[config.mk]
export PLATFORM = sky130hd
export DESIGN_NAME = hffc_arith
export DESIGN_NICKNAME = d
export VERILOG_FILES = /design/src/rtl/hffc_pkg.sv /design/src/rtl/hffc_arith.sv
export SDC_FILE = /design/constraint.sdc
export NUM_CORES = 2
export LEC_CHECK = 0
export BUFFER_PORTS_ARGS = -buffer_cell sky130_fd_sc_hd__buf_2
export CORE_UTILIZATION = 50
export DETAILED_ROUTE_END_ITERATION = 8
export PLACE_DENSITY = 0.67
export SLEW_MARGIN = 20
export SYNTH_ARGS = -nofsm -noshare
export SYNTH_HDL_FRONTEND = slang
export SYNTH_SLANG_ARGS = --single-unit
[constraint.sdc]
create_clock -name clk_i -period 16.4 [get_ports clk_i]
set_input_delay 1.64 -clock clk_i [delete_from_list [all_inputs] [get_ports clk_i]]
set_output_delay 1.64 -clock clk_i [all_outputs]
set_load 0.1 [all_outputs]
[src/rtl/hffc_pkg.sv]
// Shared types, codes and constants of the flat-field correction block.
// No dependencies; every other file but the macro header uses it by scoped names.
package hffc_pkg;

  localparam int MAX_BANDS   = 256;
  localparam int MAX_COLUMNS = 1024;

  localparam int SUM_W   = 24;
  localparam int P_W     = 16;
  localparam int ROWS_W  = 9;
  localparam int GAIN_W  = 16;
  localparam int NUM_W   = 59;   // signed numerator, |num| < 2^58
  localparam int DEN_W   = 34;   // signed denominator, |den| < 2^33
  localparam int NMAG_W  = 58;
  localparam int DMAG_W  = 33;
  localparam int QUO_W   = 33;   // quotient bits resolved by the divider

  localparam logic [SUM_W-1:0] SUM_LIMIT = '1;

  localparam logic [1:0] OP_WHITE = 2'd0;
  localparam logic [1:0] OP_DARK  = 2'd1;
  localparam logic [1:0] OP_IMAGE = 2'd2;

  localparam logic [1:0] ST_OK        = 2'd0;
  localparam logic [1:0] ST_ZERO_SPAN = 2'd1;
  localparam logic [1:0] ST_SATURATED = 2'd2;

  localparam logic [1:0] REG_WHITE_ROWS = 2'd0;
  localparam logic [1:0] REG_DARK_ROWS  = 2'd1;
  localparam logic [1:0] REG_GAIN       = 2'd2;

  typedef struct packed {
    logic [1:0]  op;
    logic [15:0] sample_value;
    logic [7:0]  band;
    logic [9:0]  column;
  } in_item_t;

  typedef struct packed {
    logic signed [31:0] reflectance;
    logic [1:0]         status;
    logic [7:0]         out_band;
    logic [9:0]         out_column;
  } out_item_t;

  typedef struct packed {
    logic [7:0] band;
    logic [9:0] column;
  } tag_t;

  // effective row counts (zero already mapped to one) and gain
  typedef struct packed {
    logic [ROWS_W-1:0] nw;
    logic [ROWS_W-1:0] nb;
    logic [GAIN_W-1:0] gain;
  } cfg_t;

  typedef struct packed {
    logic [P_W-1:0]   p;
    logic [SUM_W-1:0] sw;
    logic [SUM_W-1:0] sb;
    tag_t             tag;
  } sums_t;

  typedef struct packed {
    logic signed [NUM_W-1:0] num;
    logic signed [DEN_W-1:0] den;
    tag_t                    tag;
  } frac_t;

endpackage

[src/rtl/hffc_arith.sv]
// Numerator and denominator of the correction, from multiplies and subtracts in pipeline stages.
// Depends on hffc_pkg.
module hffc_arith (
  input  logic            clk_i,
  input  logic            rst_ni,
  input  hffc_pkg::cfg_t  cfg_i,
  input  logic            in_valid_i,
  input  hffc_pkg::sums_t in_data_i,
  output logic            in_stall_o,
  output logic            out_valid_o,
  output hffc_pkg::frac_t out_data_o,
  input  logic            out_stall_i
);

  typedef struct packed {
    logic [24:0]                pnb;
    logic [32:0]                nbsw;
    logic [32:0]                nwsb;
    logic [hffc_pkg::SUM_W-1:0] sb;
    hffc_pkg::tag_t             tag;
  } c_t;

  typedef struct packed {
    logic signed [25:0]                t;
    logic signed [hffc_pkg::DEN_W-1:0] den;
    hffc_pkg::tag_t                    tag;
  } d_t;

  typedef struct packed {
    logic signed [34:0]                tn;
    logic signed [hffc_pkg::DEN_W-1:0] den;
    hffc_pkg::tag_t                    tag;
  } e_t;

  c_t c_q, c_d;
  d_t d_q, d_d;
  e_t e_q, e_d;
  hffc_pkg::frac_t f_q, f_d;

  logic [3:0] v_q;     // stages C, D, E, F
  logic [4:0] free;
  logic signed [35:0] tn_full;
  logic signed [51:0] g_full;

  always_comb begin
    free[4] = !out_stall_i;
    for (int k = 3; k >= 0; k--) begin
      free[k] = !v_q[k] || free[k+1];
    end
    in_stall_o = !free[0];
  end

  always_comb begin
    c_d.pnb  = 25'(in_data_i.p) * 25'(cfg_i.nb);
    c_d.nbsw = 33'(cfg_i.nb) * 33'(in_data_i.sw);
    c_d.nwsb = 33'(cfg_i.nw) * 33'(in_data_i.sb);
    c_d.sb   = in_data_i.sb;
    c_d.tag  = in_data_i.tag;

    d_d.den = $signed({1'b0, c_q.nbsw}) - $signed({1'b0, c_q.nwsb});
    d_d.t   = $signed({1'b0, c_q.pnb}) - $signed({2'b0, c_q.sb});
    d_d.tag = c_q.tag;

    tn_full = 36'(d_q.t) * $signed({27'b0, cfg_i.nw});
    e_d.tn  = tn_full[34:0];
    e_d.den = d_q.den;
    e_d.tag = d_q.tag;

    // gain in Q8.8, then 256 more for the Q16.16 scale
    g_full  = 52'(e_q.tn) * $signed({36'b0, cfg_i.gain});
    f_d.num = $signed({g_full[50:0], 8'b0});
    f_d.den = e_q.den;
    f_d.tag = e_q.tag;
  end

  always_ff @(posedge clk_i or negedge rst_ni) begin
    if (!rst_ni) begin
      v_q <= '0;
    end else begin
      if (free[0]) v_q[0] <= in_valid_i;
      for (int k = 1; k < 4; k++) begin
        if (free[k]) v_q[k] <= v_q[k-1];
      end
    end
  end

  always_ff @(posedge clk_i) begin
    if (free[0] && in_valid_i) c_q <= c_d;
    if (free[1] && v_q[0])     d_q <= d_d;
    if (free[2] && v_q[1])     e_q <= e_d;
    if (free[3] && v_q[2])     f_q <= f_d;
  end

  assign out_valid_o = v_q[3];
  assign out_data_o  = f_q;

endmodule

==> reports/metrics.yaml <==
outcome: "finished clean"
setup_tns_ns: 0
min_period_ns: 8.31
critPathKind: "in -> reg"
drc: 0
fin_worst_skew_ns: 0.0414
muxShareOfSynthArea: 0
synth_top_area_share: 0.379
synthTopCellsByArea: "fa_1 (38%), edfxtp_1 (20%), ha_1 (8.5%), inv_1 (8.3%), and2_1 (5.9%)"
async_flop_share: 0.00988
synth_cell_types: 76
synth_seq_area_share: 0.204
first_global_vias: 42900
worst_pin_slew_ns: 1.08
hold_buffers: 0
htreeDepth: 2
rows: 126
cp_max_fo: 35
end_kind: "register"
clock_sinks: 405
numCtsBuffers: 46
wirelength_mm: 134
synth_compound_area_frac: 0.0614
drive_gt1_frac: 0.0555
synth-seq-cells: 405
cts_tree: "built"
start_kind: "input port"
reg2reg_from: "e_q[63]$_DFFE_PP_"
setup_viol: 0
cts-root-buf: "clkbuf_16"
dp.final_hpwl_mm: 107
synthSimpleGateAreaFrac: 0.141
io_pins: 233
dr.first_iter.drc_count: 2414
fmax_mhz: 120
cp_data_required_time_ns: 16.75
core_um2: 118000
hold_start: "d_q[31]$_DFFE_PP_"
clock_latency_ns: 0.63
clk_pin_slew_ns: 0.06
synth_edf_count: 401
synth-main-ff-cell: "edfxtp_1"
ant_nets: 0
synthAdderAreaFrac: 0.464
grt_max_degree: 69
io_buffers: 224
synthToLayoutAreaGrowth_pct: 6.22
die_h_um: 347
grt_setup_unrepaired: "false"
period_share: 0.507
start_util: 0.504
synth_area_per_cell_um2: 9.89
fin_nets: 7699
cp.arrival_ns: 8.66
syn_inst: 6012
die_w_um: 347
synth_top_family_by_area: "adder cells"
cts_buffer_depth: 3
place.gp.congestion: 0.869
antenna_found_initial: 19
avgViaCountPerCell: 5.24
layout_commonest_cell: "inv_1"
startpoint: "cfg_i[2]"
finalHoldViolations: 0
slew_headroom: 0.277
ys_warn_count: 0
first_pass_iters: 6
netlist_area_um2: 59500
grt_pass1_wl_mm: 220
grt.overflow.total: 0
slew_violations: 0
die_area_um2: 120000
routedWlPerCell_um: 17.5
maxCapViolations: 0
vias: 40000
min-delay-path-class: "reg -> reg"
cts_setup_buffers: 0
yosysTopAreaCell: "fa_1"
cts_repair_resize_count: 0
synth-xor-area-share: 0.0299
grtUsageTotal: 0.229
final_cell_mix: "inv_1 (1317), fa_1 (1126), nand2_1 (898)"
-- kinds of logic after synthesis --
family / after synthesis
flops: 405
fa+ha+maj: 1528
buf+inv: 1572
xor+xnor: 203
other cells: 1
compound gates: 556
simple gates: 1747
-- cell type report --
class | count | area (um2)
sequential | 405 | 12100
inverter | 1317 | 4940
clock inverter | 26 | 279
antenna | 6 | 15.0
timing repair buffer | 239 | 1230
multi-input combinational | 4042 | 41500
fill | 10500 | 54700
tap | 1536 | 1920
clock buffer | 56 | 1190
-- layer usage --
metal,vias to the layer above,track usage,part of all wire
met5,-,0,0.00087
met4,20,0.0610,0.024
met3,199,0.0322,0.054
met2,1010,0.407,0.50
met1,20400,0.291,0.42
li1,18400,-,-
-- final timing paths --
kind	to	cells after the start	slack (ns)
setup / recovery	out_data_o[103]$_DFFE_PP_	21	8.09
hold / removal	e_q[31]$_DFFE_PP_	0	0.42
setup reg to reg	out_data_o[103]$_DFFE_PP_	20	8.92
hold reg to reg	e_q[31]$_DFFE_PP_	0	0.42
max in group asynchronous	v_q[1]$_DFFE_PN0P_	1	15.48
min in group asynchronous	v_q[3]$_DFFE_PN0P_	1	0.81
-- through the flow --
| step | instance area, um2 | util | hold WS (ns) | instances | worst slack, ns |
|---|---|---|---|---|---|
| final | 63200 | 0.536 | 0.417 | 7627 | 8.09 |
| after global routing | 63200 | 0.536 | 0.422 | 7625 | 7.69 |
| after CTS | 63200 | 0.536 | 0.418 | 7621 | 8.16 |
| after detailed placement | 61700 | 0.523 | 0.405 | 7539 | 7.51 |
| after global placement | 61700 | 0.523 | 0.400 | 7539 | 7.59 |
| after floorplan | 59500 | - | 0.400 | 6019 | 6.58 |
-- critical path: stages --
cell and delay [ns]:
buf_2 0.65, nand2_1 0.19, fa_1 0.54, fa_1 0.52, fa_1 0.52, inv_1 0.06, fa_1 0.50, fa_1 0.50
inv_1 0.05, fa_1 0.48, inv_1 0.05, ha_1 0.36, and3_1 0.24, nand4_1 0.11, nor3_1 0.29, o21ai_0 0.21
a2111oi_0 0.66, nor2_1 0.27, a31oi_1 0.50, a21oi_1 0.16, xnor2_1 0.15
-- cell usage after synthesis (7+ instances only) --
cell type	n
and3_1	22
clkbuf_1	237
nand3_1	39
nor2_1	99
buf_4	9
a21o_1	82
fa_1	1126
ha_1	402
nand4_1	21
buf_1	9
xor2_1	56
a211oi_1	24
nand2_1	898
or3_1	9
a31oi_1	24
o21bai_1	33
a21oi_1	168
and2_1	559
o21ai_0	88
nand2b_1	26
o211ai_1	10
a21boi_0	9
o31a_1	7
o21a_1	33
inv_1	1317
nor2b_1	28
edfxtp_1	401
nor3_1	19
xnor2_1	147
-- state kept, by name (all words and copies together) (netlist names) --
name        count
c_q           133
out_data_o    103
e_q            87
d_q            78
v_q             4
Power is not shown: default switching activity piles up to over one toggle a cycle in this logic, so the estimate is an artifact.
